## src/rtl/rit_pkg.sv

```systemverilog
// Package with shared types and constants for the receive identifier index table.
`default_nettype none

package rit_pkg;

  localparam int IX_W   = 16;
  localparam int ID_W   = 32;
  localparam int FUNC_W = 2;
  localparam int PADDR_W = 4;
  localparam int PDATA_W = 32;

  localparam logic [FUNC_W-1:0] FN_CLEAR  = 2'd0;
  localparam logic [FUNC_W-1:0] FN_ASSIGN = 2'd1;
  localparam logic [FUNC_W-1:0] FN_LOOKUP = 2'd2;

  localparam logic RS_OK    = 1'b0;
  localparam logic RS_RANGE = 1'b1;

  localparam logic [1:0] REG_DUMMY_INDEX = 2'd0;
  localparam logic [1:0] REG_DUMMY_ID    = 2'd1;
  localparam logic [1:0] REG_ID_MASK     = 2'd2;

  localparam logic [IX_W-1:0] DUMMY_INDEX_RST = 16'h0000;
  localparam logic [ID_W-1:0] DUMMY_ID_RST    = 32'hFFFF_FFFF;
  localparam logic [ID_W-1:0] ID_MASK_RST     = 32'h0000_07FF;

  typedef struct packed {
    logic [FUNC_W-1:0] func;
    logic [ID_W-1:0]   can_link;
    logic [IX_W-1:0]   index_value;
  } in_item_t;

  typedef struct packed {
    logic            status;
    logic [IX_W-1:0] found_index;
  } out_item_t;

  typedef struct packed {
    logic [IX_W-1:0] dummy_index;
    logic [ID_W-1:0] dummy_identifier;
    logic [ID_W-1:0] identifier_mask;
  } cfg_regs_t;

  typedef enum logic [2:0] {
    ST_INIT,
    ST_IDLE,
    ST_FILL,
    ST_SCAN,
    ST_TAIL,
    ST_STORE,
    ST_LOOK
  } state_t;

endpackage

`default_nettype wire

```

## src/rtl/rit_cfg.sv

```systemverilog
// Configuration register file with an APB-style access port.
`default_nettype none

module rit_cfg
  import rit_pkg::*;
(
  input  wire logic               clk,
  input  wire logic               rst_n,
  input  wire logic               psel,
  input  wire logic               penable,
  input  wire logic               pwrite,
  input  wire logic [PADDR_W-1:0] paddr,
  input  wire logic [PDATA_W-1:0] pwdata,
  output logic      [PDATA_W-1:0] prdata,
  output logic                    pready,
  output cfg_regs_t               cfg
);

  cfg_regs_t  cfg_r;
  cfg_regs_t  cfg_nxt;
  logic [1:0] reg_sel;
  logic       wr_en;

  assign reg_sel = paddr[PADDR_W-1:2];
  assign pready  = 1'b1;
  assign wr_en   = psel && penable && pwrite;
  assign cfg     = cfg_r;

  always_comb begin
    cfg_nxt = cfg_r;
    if (wr_en) begin
      case (reg_sel)
        REG_DUMMY_INDEX: cfg_nxt.dummy_index      = pwdata[IX_W-1:0];
        REG_DUMMY_ID:    cfg_nxt.dummy_identifier = pwdata;
        REG_ID_MASK:     cfg_nxt.identifier_mask  = pwdata;
        default:         cfg_nxt = cfg_r;
      endcase
    end
  end

  always_comb begin
    case (reg_sel)
      REG_DUMMY_INDEX: prdata = {{(PDATA_W-IX_W){1'b0}}, cfg_r.dummy_index};
      REG_DUMMY_ID:    prdata = cfg_r.dummy_identifier;
      REG_ID_MASK:     prdata = cfg_r.identifier_mask;
      default:         prdata = '0;
    endcase
  end

  always_ff @(posedge clk) begin
    if (!rst_n) begin
      cfg_r.dummy_index      <= DUMMY_INDEX_RST;
      cfg_r.dummy_identifier <= DUMMY_ID_RST;
      cfg_r.identifier_mask  <= ID_MASK_RST;
    end else begin
      cfg_r <= cfg_nxt;
    end
  end

endmodule

`default_nettype wire

```

## config.mk

```make
export PLATFORM = sky130hd
export DESIGN_NAME = rit_cfg
export DESIGN_NICKNAME = d
export VERILOG_FILES = /design/src/rtl/rit_pkg.sv /design/src/rtl/rit_cfg.sv
export SDC_FILE = /design/constraint.sdc
export NUM_CORES = 1
export LEC_CHECK = 0
export BUFFER_PORTS_ARGS = -buffer_cell sky130_fd_sc_hd__buf_4
export CAP_MARGIN = 20
export CORE_MARGIN = 4
export CORE_UTILIZATION = 48
export CTS_CLUSTER_DIAMETER = 80
export DETAILED_ROUTE_END_ITERATION = 16
export PLACE_DENSITY = 0.91
export SETUP_SLACK_MARGIN = 0.1
export SLEW_MARGIN = 10
export SYNTH_ARGS = -nofsm -noshare
export SYNTH_HDL_FRONTEND = slang
export SYNTH_SLANG_ARGS = --single-unit
```

## constraint.sdc

```tcl
create_clock -name clk -period 1.6 [get_ports clk]
set_input_delay 0.16 -clock clk [delete_from_list [all_inputs] [get_ports clk]]
set_output_delay 0.16 -clock clk [all_outputs]
set_load 0.02 [all_outputs]
```

[After elaboration in Yosys (flattened, before gate mapping)]
Cells that the tools add are included.
Word-level totals
  flip-flop bits (word level): 80
  input bits: 41
  output and inout port bits: 113
  logic and storage cells: 12
Cells by class
  equal/unequal tests: 2
  multiplexer cells: 1
  reductions and logical operators: 6
Operators by type and width (number)
  case mux 32 bit (3 select lines): 1
  AND reduction 2 bit: 3
  equality test 2 x 1 -> 1 bit, second input constant: 1
  equality test 2 bit, second input constant: 1
  logical AND 1 bit: 2
  zero test 2 bit: 1

[Logic depth before layout (Yosys ltp)]
Gate-level depths: netlist (run 1).
  depth in word-level cells: 3
  gate-level depth with buffers: 7
  depth with buffers taken out: 3

[Worst setup path before layout (run 1)]
Ideal clock, no wire load.
  path type: input-to-output
  start: input paddr[2]
  end: output prdata[11]
  data arrival time: 1198 ps
  data required time: 1440 ps
  setup slack: 242 ps
  stages on the path: 4
  path buffers: 2
  path through: buf_4 > buf_2 > mux2i_1 > o21ai_0
On the way
  longest elaborated chain between the ends: 2
  elaborated cells between the ends (all ways): 4
  classes of those cells: 2 x eq/ne; 1 x mux; 1 x reduce/logical
RTL lines
  start: declaration: RTL line rit_cfg.sv:12  | input wire logic [PADDR_W-1:0] paddr,
  equality test 2 bit, or another cell as far along: RTL line rit_cfg.sv:42  | case (reg_sel)
  case mux 32 bit (3 select lines) (*): RTL line rit_cfg.sv:42
  end: declaration: RTL line rit_cfg.sv:14  | output logic [PDATA_W-1:0] prdata,
Mark *: on every way between the ends. The rest lies on a longest branch, timed or not.

[Final worst setup path (run 1)]
  start: register cfg_r, in the netlist cfg[79]
  end: output prdata[15]
On the way
  longest elaborated chain between the ends: 1
RTL lines
  start: declaration: RTL line rit_cfg.sv:19  | cfg_regs_t cfg_r;
  start signal: assignment: RTL line rit_cfg.sv:56  | cfg_r <= cfg_nxt;
  case mux 32 bit (3 select lines): RTL line rit_cfg.sv:42
No other way between the ends.

==> metrics.txt, run 1 <==
clock tree buffer depth=2; number of inserted filler cells in the final layout=557; wire length per cell after detailed routing=~16 µm; number of iterations in the first detailed-routing pass=4; height of the die=96.3 µm; count of input and output buffers=150; synthesized area per cell=approximately 8.5 µm²; cell count after synthesis=440; P per Cell Area=841 nW/µm²; clock tree from TritonCTS=built; via/cell ratio=5.37; via count of the first global-routing pass=approximately 3600; Die Area=roughly 9300 µm²; total DRC errors in the routed layout=0; number of buffers inserted by post-CTS setup repair=0; wire length of the first global-routing pass=17.4 mm; pin count of the biggest net entering global routing=54; max reg flops=80; unrepaired setup endpoints after global routing=false; Synth Register Bits=80; number of inserted diodes=0; ports placed on the boundary=154; sequential fraction of the synthesis area=42.8%; clock latency on the worst-skew pair=0.34 ns; Post-synth EDFFs=0; number of hold buffers added after CTS=0; Starting DRT DRC Count=200; effective utilization at floorplan=around half; dpl hpwl=7.96 mm; sink count of the clock tree=80; remaining global-route overflow=0; fraction of final layout cells with drive strength greater than 1=a little under a third; die extent in x=96.3 µm; worst-case clock skew=0 ns; type of the most critical hold path=in -> reg; slew of the pin with the lowest slew margin=0.530 ns; Relative slew margins=between 60% and 70%; Max H-tree Level=3; count of unique library cells instantiated by Yosys=22; post-detailed-route count of antenna-violating nets=0; proportion of register bits with asynchronous set or reset after synthesis=0%; Worst IR Drop VDD=roughly 0.37 mV; placement row count=31; post-route setup TNS=0 ns; number of nets in the layout=616; core area=7410 µm²; CTS resizes=0; antenna violations before repair=0; cell type contributing the most total cell area after synthesis=dfxtp_1; gr usage total=24.0%; Lkg Pwr=2.33 nW; area added between synthesis and finish=36.6%; dominant cells by area after synthesis=dfxtp_1 43%, mux2i_1 14%, nand2_1 8.5%, a21oi_1 5.9%, o211ai_1 4.2%; Yosys warning total=0; Final period util=81.8%; Achievable Freq=around 760 MHz; final critical delay including setup and external delays=1.31 ns; Final Hold Fails=0; clock slew seen by the registers of the worst setup and hold paths=0.08 ns; clock tree root buffer cell=clkbuf_8; count of final max-slew check failures=0; combined area of all synthesized cells=3740 µm²; number of failing setup endpoints in the final timing report=0; total power draw=between 4 and 5 mW; via count=around 3600; final wirelength=~11 mm; Placer Congestion=0.802; critical path class=reg -> out; required time of the critical path=between 1 and 1.5 ns; area share of the largest cell type after synthesis=42.8%; max-capacitance violation count=0; kind of start point of the critical path=flip-flop; main flop type after synthesis=dfxtp_1; CP endpoint kind=primary output; net count after synthesis=481; CP Data Arrival Time=1.15 ns; cts bufs inserted=9; Worst Path Max Fanout=3; status=completed
## cells in the mapped netlist (13+ instances only)
master / n
nand2b_1: 22
clkbuf_1: 19
mux2i_1: 53
dfxtp_1: 80
a21oi_1: 44
buf_2: 13
nand3_1: 21
o21ai_0: 16
a22o_1: 16
o211ai_1: 21
inv_1: 21
nand2_1: 85
## layer usage
metal  track usage [%]  part of all wire [%]  up-vias  routed length [µm]
met2              42.6                    51      135                5580
met1              27.9                    41     1750                4540
met5                 0                     0        -                   0
met4              7.59                  0.43        0                  47
li1                  -                     -     1758                   -
met3              6.33                   7.1        4                 775
## path summary, 6_finish.rpt
path | startpoint | end | slack [ns] | cells after the start
setup reg to reg | cfg[5] | cfg[5] | 0.70 | 3
hold reg to reg | cfg[30] | cfg[30] | 0.48 | 2
setup / recovery | cfg[79] | prdata[15] | 0.29 | 3
hold / removal | pwdata[15] | cfg[47] | 0.07 | 3
## critical path, cell delays in order (launching register included)
cell and delay (ns):
dfxtp_1 0.37, mux2i_1 0.08, o21ai_0 0.18, buf_4 0.18
## cell usage in the layout, fill, tap and decap left out, types with 2 or more instances in the layout
cell type | netlist | routed
clkbuf_1 | 19 | 3
nand3_1 | 21 | 21
nor2b_1 | 11 | 11
inv_1 | 21 | 21
bufinv_16 | 0 | 2
a21oi_1 | 44 | 44
nor2b_4 | 1 | 2
a22o_1 | 16 | 16
buf_4 | 4 | 166
nand2b_1 | 22 | 22
mux2i_1 | 53 | 53
nand2_1 | 85 | 85
dfxtp_1 | 80 | 80
o211ai_1 | 21 | 21
clkbuf_8 | 0 | 10
o21ai_0 | 16 | 16
## kinds of logic (layout without fill, tap and decap cells)
group                  Yosys count  count (layout)  share of synthesized area (%)
other                            1               1                          0.100
AND/OR/NAND/NOR                145             145                           18.3
AO/OA/AOI/OAI                   97              97                           16.0
multiplexers                    53              53                           14.2
buffers and inverters           64             204                           8.65
flip-flops                      80              80                           42.8
## report_power, final
group | switching [mW] | internal [mW]
clock network | 0.687 | 0.922
registers | 0.0262 | 2.02
logic | 0.364 | 0.281
## final cells by class
cell class,instances,area (µm²),area share (%)
Multi-Input combinational cell,296,1830,35.8
Timing Repair Buffer,167,1270,24.7
Inverter,21,78.8,1.54
Tap cell,99,124,2.42
Sequential cell,80,1600,31.3
Clock inverter,3,65.1,1.27
Clock buffer,13,149,2.91
## through the flow
step | cells | cell area [µm²] | util [%] | setup WS [ns] | hold WS, ns
6_report | 679 | 5120 | 69.1 | 0.292 | 0.0717
5_1_grt | 679 | 5120 | 69.1 | 0.199 | 0.0566
4_1_cts | 679 | 5120 | 69.1 | 0.267 | 0.0526
3_5_place_dp | 663 | 4900 | 66.2 | 0.127 | 0.425
3_3_place_gp | 663 | 4900 | 66.2 | 0.193 | 0.412
2_1_floorplan | 440 | 3740 | - | 0.242 | 0.302
No activity file was read; power rests on OpenSTA's default activity.
==> inputs of run 2 (changes only) <==
- clock period: 1.6 -> 1.3 ns (I/O delays scaled with it)
==> run 2 against run 1 <==
  * Global-route usage up 0.54 points
  * Critical path depth unchanged
  * Non-clock buffer count increased by 30
  * Combinational power rose by 40%
  * Cell area increased by 9.2%
  * Setup slack got worse by 0.19 ns
  * Total power grew 27%
  * Clock skew is the same
  * Final cell count is 4.4% higher
  * Core utilization grew 6.4 points
  * Sequential share of layout area fell by 1.6 points
  * Routed wire length is 9.0% higher
  * Largest cell class unchanged
==> metrics.txt, run 2 (same netlist as run 1, synthesis figures left out) <==
clock tree from TritonCTS=built; Starting DRT DRC Count=199 (-0.50%); number of nets in the layout=646 (+4.9%); post-route setup TNS=0 ns (unchanged); pin count of the biggest net entering global routing=73 (+35%); core area=7410 µm² (unchanged); post-detailed-route count of antenna-violating nets=0 (unchanged); Worst Path Max Fanout=2 (-1); effective utilization at floorplan=50.5% (unchanged); ports placed on the boundary=154 (unchanged); most common library cell in the layout ignoring fill and taps=buf_4; Die Area=9280 µm² (unchanged); wire length per cell after detailed routing=16.8 µm (+4.4%); dpl hpwl=8.19 mm (+2.9%); number of inserted filler cells in the final layout=508 (-8.8%); via count=3801 (+4.2%); CP Data Arrival Time=1.07 ns (-0.08 ns); share of the core filled with cells in the final layout=75.4% (+6.4 points); worst-case clock skew=0 ns (unchanged); antenna violations before repair=0 (unchanged); remaining global-route overflow=0 (unchanged); fin worst setup slack=0.103 ns (-0.189 ns); Final Hold Fails=0 (unchanged); top library cells by usage in the layout, fill and taps aside=172 x buf_4, 85 x nand2_1, 53 x mux2i_1; critical path class=reg -> out; die extent in x=96.3 µm (unchanged); unrepaired setup endpoints after global routing=true; number of iterations in the first detailed-routing pass=4 (unchanged); clock tree root buffer cell=clkbuf_8; wire length of the first global-routing pass=17.8 mm (+2.5%); via count of the first global-routing pass=3770 (+3.4%); final critical delay including setup and external delays=1.20 ns; count of input and output buffers=150 (unchanged); count of final max-slew check failures=0 (unchanged); Final period util=approximately 90%; type of the most critical hold path=in -> reg; height of the die=96.3 µm (unchanged); number of failing setup endpoints in the final timing report=0 (unchanged); clock tree buffer depth=2 (unchanged); Lkg Pwr=2.52 nW (+8.2%); max reg flops=80 (unchanged); clock latency on the worst-skew pair=0.33 ns (about the same); via/cell ratio=5.36 (-0.19%); number of inserted diodes=0 (unchanged); fraction of final layout cells with drive strength greater than 1=43.4% (+12 points); required time of the critical path=1.17 ns (-0.27 ns); Worst IR Drop VDD=0.529 mV (+42%); sink count of the clock tree=80 (unchanged); Achievable Freq=approximately 840 MHz; kind of start point of the critical path=flip-flop; area added between synthesis and finish=49.2%; clock slew seen by the registers of the worst setup and hold paths=0.09 ns (about the same); gr usage total=24.5% (+0.54 points); cts bufs inserted=9 (unchanged); Placer Congestion=0.841 (+4.8%); pre-CTS setup slack=0.00907 ns (-0.118 ns); placement row count=31 (unchanged); total DRC errors in the routed layout=0 (unchanged); final wirelength=11.9 mm (+9.0%); Max H-tree Level=3 (unchanged); worst hold slack across all endpoints=0.0361 ns (-0.0356 ns); P per Cell Area=980 nW/µm² (+17%); cell total after placement=673 (+1.5%); status=completed; max-capacitance violation count=0 (unchanged); CP endpoint kind=primary output; number of cells in the finished layout apart from fillers=709 (+4.4%)
## run 2: changes by cell type in the layout (fill, tap and decap cells not counted), sizes merged
cell      before  now
buf          167  195
clkinvlp       0    2
## run 2: per-layer routing
layer / share of wire, % / routed length [µm] / vias up / GRT usage [%]
met5: 0 / 0 / - / 0
met4: 1.7 / 199 / 0 / 9.46
met3: 7.6 / 906 / 20 / 4.61
met2: 52 / 6170 / 168 / 44.1
met1: 39 / 4650 / 1805 / 28.6
li1: - / - / 1808 / -
## run 2: report_power, final
part	internal, mW	switching (mW)
combinational	0.424	0.477
clock	1.13	0.922
sequential	2.49	0.0309
## run 2: layout make-up
cell class / count / area [µm²] / area share [%]
Tap cell: 99 / 124 / 2.22
Clock inverter: 5 / 80.1 / 1.43
Inverter: 21 / 78.8 / 1.41
Clock buffer: 11 / 141 / 2.53
Sequential cell: 80 / 1660 / 29.7
Timing Repair Buffer: 197 / 1670 / 29.9
Multi-Input combinational cell: 296 / 1830 / 32.8
## run 2: path summary, 6_finish.rpt
path                                   to      start  slack, ns  cells past startpoint
worst min register to register    cfg[70]    cfg[70]       0.47                      2
worst max-delay path            prdata[7]    cfg[39]       0.10                      3
worst max register to register    cfg[36]    cfg[36]       0.35                      4
worst min-delay path              cfg[67]  pwdata[3]       0.04                      3
## run 2: stage by stage
step	instance area [µm²]	power, mW
6_report	5590	5.48
5_1_grt	5590	5.67
4_1_cts	5390	5.43
3_5_place_dp	5050	3.40
3_3_place_gp	5050	3.38
2_1_floorplan	3750	3.03
## run 2: repair_timing
| item | in CTS | in global routing |
|---|---|---|
| endpoints found under the setup margin | 17 | 31 |
| hold buffers | 0 | 0 |
| cloned | 0 | 2 |
| pin swaps | 1 | 5 |
| buffers inserted | 11 | 7 |
| gates resized for setup | 28 | 40 |
## run 2: worst max-delay path: stages (launching register included)
cell and delay [ns]:
dfxtp_2 0.33, mux2i_1 0.16, o21ai_1 0.08, buf_4 0.16
