## src/rtl/rit_pkg.sv

```systemverilog
// Package with shared types and constants for the receive identifier index table.
`default_nettype none

package rit_pkg;

  localparam int IX_W   = 16;
  localparam int ID_W   = 32;
  localparam int FUNC_W = 2;
  localparam int PADDR_W = 4;
  localparam int PDATA_W = 32;

  localparam logic [FUNC_W-1:0] FN_CLEAR  = 2'd0;
  localparam logic [FUNC_W-1:0] FN_ASSIGN = 2'd1;
  localparam logic [FUNC_W-1:0] FN_LOOKUP = 2'd2;

  localparam logic RS_OK    = 1'b0;
  localparam logic RS_RANGE = 1'b1;

  localparam logic [1:0] REG_DUMMY_INDEX = 2'd0;
  localparam logic [1:0] REG_DUMMY_ID    = 2'd1;
  localparam logic [1:0] REG_ID_MASK     = 2'd2;

  localparam logic [IX_W-1:0] DUMMY_INDEX_RST = 16'h0000;
  localparam logic [ID_W-1:0] DUMMY_ID_RST    = 32'hFFFF_FFFF;
  localparam logic [ID_W-1:0] ID_MASK_RST     = 32'h0000_07FF;

  typedef struct packed {
    logic [FUNC_W-1:0] func;
    logic [ID_W-1:0]   can_link;
    logic [IX_W-1:0]   index_value;
  } in_item_t;

  typedef struct packed {
    logic            status;
    logic [IX_W-1:0] found_index;
  } out_item_t;

  typedef struct packed {
    logic [IX_W-1:0] dummy_index;
    logic [ID_W-1:0] dummy_identifier;
    logic [ID_W-1:0] identifier_mask;
  } cfg_regs_t;

  typedef enum logic [2:0] {
    ST_INIT,
    ST_IDLE,
    ST_FILL,
    ST_SCAN,
    ST_TAIL,
    ST_STORE,
    ST_LOOK
  } state_t;

endpackage

`default_nettype wire

```

## src/rtl/rit_ctrl.sv

```systemverilog
// Sequencer that sweeps, scans, updates or reads the table memory as each command requires.
`default_nettype none

module rit_ctrl
  import rit_pkg::*;
#(
  parameter int DEPTH = 2048,
  parameter int AW    = 11
) (
  input  wire logic            clk,
  input  wire logic            rst_n,
  input  wire logic            start,
  input  wire in_item_t        in_data,
  input  wire cfg_regs_t       cfg,
  output logic                 busy,
  output logic                 out_valid,
  output out_item_t            out_data,
  output logic                 mem_we,
  output logic      [AW-1:0]   mem_waddr,
  output logic      [IX_W-1:0] mem_wdata,
  output logic                 mem_re,
  output logic      [AW-1:0]   mem_raddr,
  input  wire logic [IX_W-1:0] mem_rdata
);

  localparam logic [AW-1:0]   LAST    = AW'(DEPTH - 1);
  localparam logic [ID_W-1:0] ENTRIES = ID_W'(DEPTH);

  state_t          state_r, state_nxt;
  logic [AW-1:0]   cnt_r, cnt_nxt;
  logic [IX_W-1:0] ix_r, ix_nxt;
  logic [AW-1:0]   id_r, id_nxt;
  logic            skip_r, skip_nxt;
  logic            chk_vld_r, chk_vld_nxt;
  logic [AW-1:0]   chk_addr_r, chk_addr_nxt;
  logic            out_valid_r, out_valid_nxt;
  out_item_t       out_data_r, out_data_nxt;
  logic [ID_W-1:0] masked_id;
  logic            last;

  assign masked_id = in_data.can_link & cfg.identifier_mask;
  assign last      = (cnt_r == LAST);
  assign busy      = (state_r != ST_IDLE);
  assign out_valid = out_valid_r;
  assign out_data  = out_data_r;

  always_comb begin
    state_nxt     = state_r;
    cnt_nxt       = cnt_r;
    ix_nxt        = ix_r;
    id_nxt        = id_r;
    skip_nxt      = skip_r;
    chk_vld_nxt   = 1'b0;
    chk_addr_nxt  = cnt_r;
    out_valid_nxt = 1'b0;
    out_data_nxt  = out_data_r;
    mem_we        = 1'b0;
    mem_waddr     = cnt_r;
    mem_wdata     = cfg.dummy_index;
    mem_re        = 1'b0;
    mem_raddr     = cnt_r;
    case (state_r)
      ST_INIT: begin
        mem_we    = 1'b1;
        mem_wdata = DUMMY_INDEX_RST;
        cnt_nxt   = cnt_r + AW'(1);
        if (last) begin
          cnt_nxt   = '0;
          state_nxt = ST_IDLE;
        end
      end
      ST_IDLE: begin
        if (start) begin
          out_data_nxt = '0;
          case (in_data.func)
            FN_CLEAR: begin
              cnt_nxt   = '0;
              state_nxt = ST_FILL;
            end
            FN_ASSIGN: begin
              if (in_data.index_value == cfg.dummy_index) begin
                out_valid_nxt = 1'b1;
              end else if (masked_id >= ENTRIES) begin
                out_valid_nxt       = 1'b1;
                out_data_nxt.status = RS_RANGE;
              end else begin
                ix_nxt    = in_data.index_value;
                id_nxt    = masked_id[AW-1:0];
                skip_nxt  = (masked_id == cfg.dummy_identifier);
                cnt_nxt   = '0;
                state_nxt = ST_SCAN;
              end
            end
            FN_LOOKUP: begin
              if (in_data.can_link < ENTRIES) begin
                mem_re    = 1'b1;
                mem_raddr = in_data.can_link[AW-1:0];
                state_nxt = ST_LOOK;
              end else begin
                out_valid_nxt            = 1'b1;
                out_data_nxt.found_index = cfg.dummy_index;
              end
            end
            default: begin
              out_valid_nxt = 1'b1;
            end
          endcase
        end
      end
      ST_FILL: begin
        mem_we  = 1'b1;
        cnt_nxt = cnt_r + AW'(1);
        if (last) begin
          cnt_nxt       = '0;
          out_valid_nxt = 1'b1;
          out_data_nxt  = '0;
          state_nxt     = ST_IDLE;
        end
      end
      ST_SCAN: begin
        mem_re      = 1'b1;
        chk_vld_nxt = 1'b1;
        cnt_nxt     = cnt_r + AW'(1);
        if (last) begin
          cnt_nxt   = '0;
          state_nxt = ST_TAIL;
        end
      end
      ST_TAIL: begin
        state_nxt = ST_STORE;
      end
      ST_STORE: begin
        mem_we        = !skip_r;
        mem_waddr     = id_r;
        mem_wdata     = ix_r;
        out_valid_nxt = 1'b1;
        out_data_nxt  = '0;
        state_nxt     = ST_IDLE;
      end
      ST_LOOK: begin
        out_valid_nxt            = 1'b1;
        out_data_nxt.status      = RS_OK;
        out_data_nxt.found_index = mem_rdata;
        state_nxt                = ST_IDLE;
      end
      default: begin
        state_nxt = ST_IDLE;
      end
    endcase
    // Entries that hold the index being assigned are released in the cycle after their read.
    if (chk_vld_r && (mem_rdata == ix_r)) begin
      mem_we    = 1'b1;
      mem_waddr = chk_addr_r;
      mem_wdata = cfg.dummy_index;
    end
  end

  always_ff @(posedge clk) begin
    if (!rst_n) begin
      state_r     <= ST_INIT;
      cnt_r       <= '0;
      chk_vld_r   <= 1'b0;
      out_valid_r <= 1'b0;
    end else begin
      state_r     <= state_nxt;
      cnt_r       <= cnt_nxt;
      chk_vld_r   <= chk_vld_nxt;
      out_valid_r <= out_valid_nxt;
    end
  end

  always_ff @(posedge clk) begin
    ix_r       <= ix_nxt;
    id_r       <= id_nxt;
    skip_r     <= skip_nxt;
    chk_addr_r <= chk_addr_nxt;
    out_data_r <= out_data_nxt;
  end

endmodule

`default_nettype wire

```

## config.mk

```make
export PLATFORM = sky130hd
export DESIGN_NAME = rit_ctrl
export DESIGN_NICKNAME = d
export VERILOG_FILES = /design/src/rtl/rit_pkg.sv /design/src/rtl/rit_ctrl.sv
export SDC_FILE = /design/constraint.sdc
export NUM_CORES = 1
export LEC_CHECK = 0
export ABC_AREA = 1
export ABC_CLOCK_PERIOD_IN_PS = 4400
export BUFFER_PORTS_ARGS = -buffer_cell sky130_fd_sc_hd__buf_2
export CORE_AREA = 2 2 103 105
export DETAILED_ROUTE_END_ITERATION = 16
export DIE_AREA = 0 0 105 107
export PLACE_DENSITY = 0.81
export SYNTH_ARGS = -nofsm -noshare
export SYNTH_HDL_FRONTEND = slang
export SYNTH_SLANG_ARGS = --single-unit
export TNS_END_PERCENT = 20
```

## constraint.sdc

```tcl
create_clock -name clk -period 4.4 [get_ports clk]
set_input_delay 0.44 -clock clk [delete_from_list [all_inputs] [get_ports clk]]
set_output_delay 0.44 -clock clk [all_outputs]
set_load 0.02 [all_outputs]
```

Yosys cells after proc, flatten, opt, wreduce, memory -nomap -nowiden
Index checks and enable logic that the tools add are counted.
{ "totals": {"register_bits": 72, "input_bits": 149, "out_inout_bits": 59, "word_cells": 94} }
{ "op_classes": {"n_addsub": 1, "n_lt_le_gt_ge": 2, "n_eq_ne": 22, "n_mux": 43, "n_bitwise": 3, "n_reduce_logical": 13} }
{ "op_table": {"columns": ["cell", "n"], "rows": [
  ["11-bit 2-to-1 mux", 10],
  ["17-bit case mux with 4 select lines", 1],
  ["16-bit 2-to-1 mux", 3],
  ["11-bit case mux with 2 select lines", 2],
  ["17-bit 2-to-1 mux", 2],
  ["32-bit AND", 1],
  ["16-bit equality test", 2],
  ["32-bit equality test", 1],
  ["32-bit by 12-bit greater-or-equal comparator with 1-bit output (second input constant)", 1],
  ["32-bit by 12-bit less-than comparator with 1-bit output (second input constant)", 1],
  ["16-bit case mux with 2 select lines", 1],
  ["3-bit 2-to-1 mux", 6],
  ["1-bit 2-to-1 mux", 12],
  ["3-bit case mux with 4 select lines", 1],
  ["11-bit by 1-bit adder with 11-bit output (second input constant)", 1],
  ["11-bit equality test (second input constant)", 1],
  ["5-bit AND reduction", 2],
  ["3-bit equality test (second input constant)", 3],
  ["3-bit != test (second input constant)", 3],
  ["3-bit case mux with 3 select lines", 1],
  ["7-bit AND reduction", 1],
  ["3-bit by 2-bit equality test with 1-bit output (second input constant)", 2],
  ["2-bit != test (second input constant)", 3],
  ["3-bit by 1-bit != test with 1-bit output (second input constant)", 2],
  ["17 further kinds", 21]
]} }

Logic depth before layout (Yosys ltp)
{ "depth": {"ltp_word": 7, "mapped_depth": 13, "ltp_nobuf": 13} }

Worst setup path after synthesis
OpenSTA, ideal clock, no wires.
{ "synth_path": {"path_kind": "input -> register", "from": "input port cfg[14] (netlist bit)", "to": "register id_r[0], enable pin", "arrival_time_ns": 2.957, "required_ns": 3.952, "path_slack_ns": 0.995, "stages": 7, "path_cell_list": "nand2_1 > nand2_1 > nor3_1 > nand2_1 > nor2_1 > nand2_2 > nor3_1"} }
{ "synth_between": {"elab_chain_len": 4} }
{ "synth_rtl": {"columns": ["element", "line_no", "source"], "rows": [
  ["start: declaration", "rit_ctrl.sv:14", "input wire cfg_regs_t cfg,"],
  ["32-bit AND", "rit_ctrl.sv:41", "assign masked_id = in_data.can_link & cfg.identifier_mask;"],
  ["32-bit by 12-bit greater-or-equal comparator with 1-bit output", "rit_ctrl.sv:83", "end else if (masked_id >= ENTRIES) begin"],
  ["1-bit inverter (no source line)", null, null],
  ["5-bit AND reduction (no source line)", null, null],
  ["end signal: assignment", "rit_ctrl.sv:174", "id_r <= id_nxt;"],
  ["end: declaration", "rit_ctrl.sv:32", "logic [AW-1:0] id_r, id_nxt;"]
]} }
Every way passes these cells.
A chain may end at the register's enable or synchronous reset.

Worst setup path in the final report
{ "layout_path": {"from": "register state_r[2]", "to": "output port mem_wdata[9]"} }
{ "layout_between": {"elab_chain_len": 3, "elab_cells_between_ends": 4, "cone_classes": "eq/ne (1); mux (2); reduce/logical (1)"} }
{ "layout_rtl": {"columns": ["element", "line_no", "source"], "rows": [
  ["start: declaration", "rit_ctrl.sv:29", "state_t state_r, state_nxt;"],
  ["start signal: assignment", "rit_ctrl.sv:165", "state_r <= state_nxt;"],
  ["3-bit equality test / 3-bit logical NOT (equally long branches)", "rit_ctrl.sv:62", "case (state_r)"],
  ["16-bit case mux with 2 select lines (*)", "rit_ctrl.sv:62", null],
  ["16-bit 2-to-1 mux (*)", "rit_ctrl.sv:151", "if (chk_vld_r && (mem_rdata == ix_r)) begin"],
  ["end: declaration", "rit_ctrl.sv:20", "output logic [IX_W-1:0] mem_wdata,"]
]} }
Every way passes the cells marked *; elsewhere a longest branch is shown, timed or not.

==> results.py <==
metrics = {
    "outcome": {
        "status": "finished clean",
    },
    "critical_path": {
        "r2r-start": "state_r[2]",
        "cp-end-kind": "output pin",
        "rrSetupSlack_ns": 1.65,
        "cp-start-kind": "flip-flop",
        "critical_path_class": "flip-flop to output pin",
        "cp.arrival_ns": 2.81,
        "crit_required_ns": 3.96,
        "worst-path-max-fanout": 25,
        "regToRegEndpoint": "out_data[5]",
        "ff2ff_path_depth": 7,
    },
    "global_routing": {
        "met2_usage": 0.4675,
        "grt.met3_usage": 0.04681,
        "grt_pass1_vias": 4714,
        "grt.overflow.total": 0,
        "grtUsageTotal": 0.2541,
        "grt_pass1_wl_mm": 22.29,
        "antenna_found_initial": 0,
        "grt_use_met1": 0.2932,
        "grt_start_max_net_pins": 26,
        "grt.busiest_layer": "met2",
    },
    "drt": {
        "vias_per_cell": 5.005,
        "route.detailed.drc": 0,
        "drt_pass1_iterations": 5,
        "routed-via-count": 4925,
        "wl_mm": 14.37,
        "wire_per_inst_um": 14.60,
        "antenna_left": 0,
        "drt_first_iter_violations": 311,
    },
    "min_path": {
        "holdPathStages": 1,
        "min_path_type": "input port to flip-flop",
        "whs_endpoint": "ix_r[12]",
        "hold_start": "in_data[12]",
    },
    "clocking": {
        "numCtsBuffers": 9,
        "cts_root_buffer": "clkbuf_8",
        "post_cts_buffers": 0,
        "cts_tree": "done",
        "clock_sinks": 72,
        "cts.path.max_buffers": 2,
        "clk_pin_slew_ns": 0.08,
        "htree_levels": 3,
        "postCtsResizedCells": 0,
        "cts_hold_buf": 0,
        "clock_latency_ns": 0.35,
    },
    "placed_design": {
        "numPortBuffers": 207,
        "gp_congestion": 0.8980,
        "placed_cell_area_um2": 5993,
        "post-dp-hpwl_mm": 11.48,
    },
    "synthesis": {
        "synth_fa_ha_area_frac": 0.002562,
        "syn_nets": 788,
        "ys_seq_area_frac": 0.3874,
        "yosys-mux-area-fraction": 0,
        "synth_edf_count": 45,
        "ys.flop_type": "edfxtp_1",
        "synth.avg_cell_area_um2": 7.654,
        "async_reset_ff_frac": 0,
        "ys_types": 48,
        "synth.ff_latch_count": 72,
        "synth_top_family_by_area": "simple AND/OR/NAND/NOR gates",
        "syn-cell-area_um2": 4883,
        "synth_compound_area_frac": 0.1396,
        "yosysWarningCount": 0,
        "synth_xor_area_frac": 0.06636,
        "syn_inst": 638,
        "synthSimpleGateAreaFrac": 0.3036,
    },
    "sta": {
        "setup_viol": 0,
        "fin_skew_ns": 0.01107,
        "min_period_over_period": 0.7383,
        "grt_setup_unrepaired": "no",
        "setup_tns_ns": 0,
        "period_needed_ns": 3.248,
        "drv_slew": 0,
        "clock.fmax_mhz": 307.8,
        "relSlewSlack": 0.3424,
        "worst_pin_slew_ns": 0.9811,
        "finalHoldViolCount": 0,
    },
    "floorplan": {
        "die_h_um": 107,
        "ios": 208,
        "initial_utilization": 0.4839,
        "die_w_um": 105,
        "core_area_um2": 10090,
        "std_cell_rows": 37,
        "die-area_um2": 11240,
    },
    "finish": {
        "layout-drive-gt1-share": 0.3585,
        "nets": 993,
        "postLayoutCellArea_um2": 6195,
        "n_antenna_cell": 0,
        "area_delta_synth_final_pct": 26.85,
    },
    "pwr": {
        "ir_drop_v": 0.0001395,
        "p_total_uw": 1478,
        "leakage_uw": 0.003175,
        "pwr_density_cell_nw_per_um2": 238.5,
    },
    "run": {
        "drv_cap": 0,
    },
}
## cell usage in the layout (no fill, tap or decap), types with 2 or more instances in the layout
cell type  synthesis  routed
a21oi_1           17      17
a21oi_2           21      21
buf_2              6     207
buf_4              1       3
clkbuf_8           0      11
clkinv_2           1       2
dfxtp_1           27      27
edfxtp_1          45      45
inv_1             79      79
inv_2             13      13
inv_4              2       2
nand2_1          182     182
nand2_2           16      16
nand2_4            2       2
nand3_1           32      32
nand3_2            2       2
nand3b_1           2       2
nand4_1           10      10
nor2_1            66      66
nor2_4             2       2
nor3_1             4       3
nor3_2             1       2
nor4_1             7       7
o2111ai_1          2       2
o21ai_0            8       8
o21ai_1           10      10
o22ai_1            2       2
o32ai_1            6       6
o32ai_2           10      10
or2_2              2       2
xnor2_1           28      28
xor2_1             9       9
## cells by family after synthesis
kind of cell               Yosys count
and+or+nand+nor                    332
buffers and inverters              112
DFF                                 72
xor gates and xnor gates            37
adders and majority gates            1
AOI/OAI and AO/OA                   84
## how the worst max path moves through the flow
stage,cells after the start,end,from
finish,8,mem_wdata[9],state_r[2]
global route,8,mem_wdata[13],state_r[2]
CTS,8,mem_wdata[0],state_r[2]
detailed placement,10,mem_wdata[7],mem_rdata[13]
global placement,10,mem_wdata[12],mem_rdata[13]
floorplan,7,id_r[0],cfg[14]
## stage by stage
| stage | hold WS, ns | setup slack, ns | instances | utilization |
|---|---|---|---|---|
| 6_report | 0.2918 | 1.152 | 984 | 0.6138 |
| 5_1_grt | 0.2833 | 0.8918 | 984 | 0.6138 |
| 4_1_cts | 0.2778 | 1.165 | 984 | 0.6138 |
| 3_5_place_dp | 0.3809 | 1.491 | 968 | 0.5939 |
| 3_3_place_gp | 0.3775 | 1.549 | 968 | 0.5939 |
| 2_1_floorplan | 0.3638 | 0.9952 | 638 | - |
## cell type report
cell class | instances | area, µm²
Multi-Input combinational cell | 454 | 2506
Clock inverter | 3 | 21.27
Fill cell | 954 | 3897
Timing Repair Buffer | 210 | 1059
Sequential cell | 72 | 1892
Clock buffer | 13 | 180.2
Inverter | 96 | 366.6
Tap cell | 136 | 170.2
## power breakdown
part | total (µW) | switching (µW) | internal (µW)
registers | 724 | 4.99 | 719
clock network | 527 | 256 | 272
logic | 227 | 122 | 105
total | 1480 | 383 | 1100
## state kept, by name (all words and copies together) (netlist names)
register / count
chk_addr_nxt: 11
chk_addr_r: 11
chk_vld_r: 1
id_r: 11
ix_r: 16
out_data: 17
out_valid: 1
skip_r: 1
state_r: 3
## per-layer routing
metal	vias to the layer above	share of wire
met4	0	0.028
li1	2481	-
met3	28	0.083
met5	-	0
met1	2170	0.39
met2	246	0.50
## worst max-delay path: stages, from the launching register on
cell and delay [ns]:
dfxtp_1 0.65, inv_2 0.09, nor3_4 0.66, inv_4 0.25
nand2_1 0.16, nand2_2 0.25, nand2_1 0.16, nand2_1 0.06
buf_2 0.15
## synthesized netlist by cell type (all sizes together) (2+ instances only)
| cell | instances | area (µm²) |
|---|---|---|
| a21boi | 2 | 15.02 |
| a21oi | 39 | 285.3 |
| buf | 15 | 120.1 |
| clkinv | 2 | 8.750 |
| dfxtp | 27 | 540.5 |
| edfxtp | 45 | 1351 |
| inv | 94 | 357.8 |
| nand2 | 200 | 805.8 |
| nand3 | 34 | 180.2 |
| nand3b | 3 | 35.03 |
| nand4 | 10 | 62.56 |
| nor2 | 70 | 296.5 |
| nor3 | 6 | 46.30 |
| nor4 | 7 | 43.79 |
| o2111ai | 2 | 17.52 |
| o21ai | 18 | 90.09 |
| o22ai | 2 | 12.51 |
| o32ai | 16 | 215.2 |
| or2 | 2 | 12.51 |
| xnor2 | 28 | 245.2 |
| xor2 | 9 | 78.83 |
(Power assumes the default switching activity.)
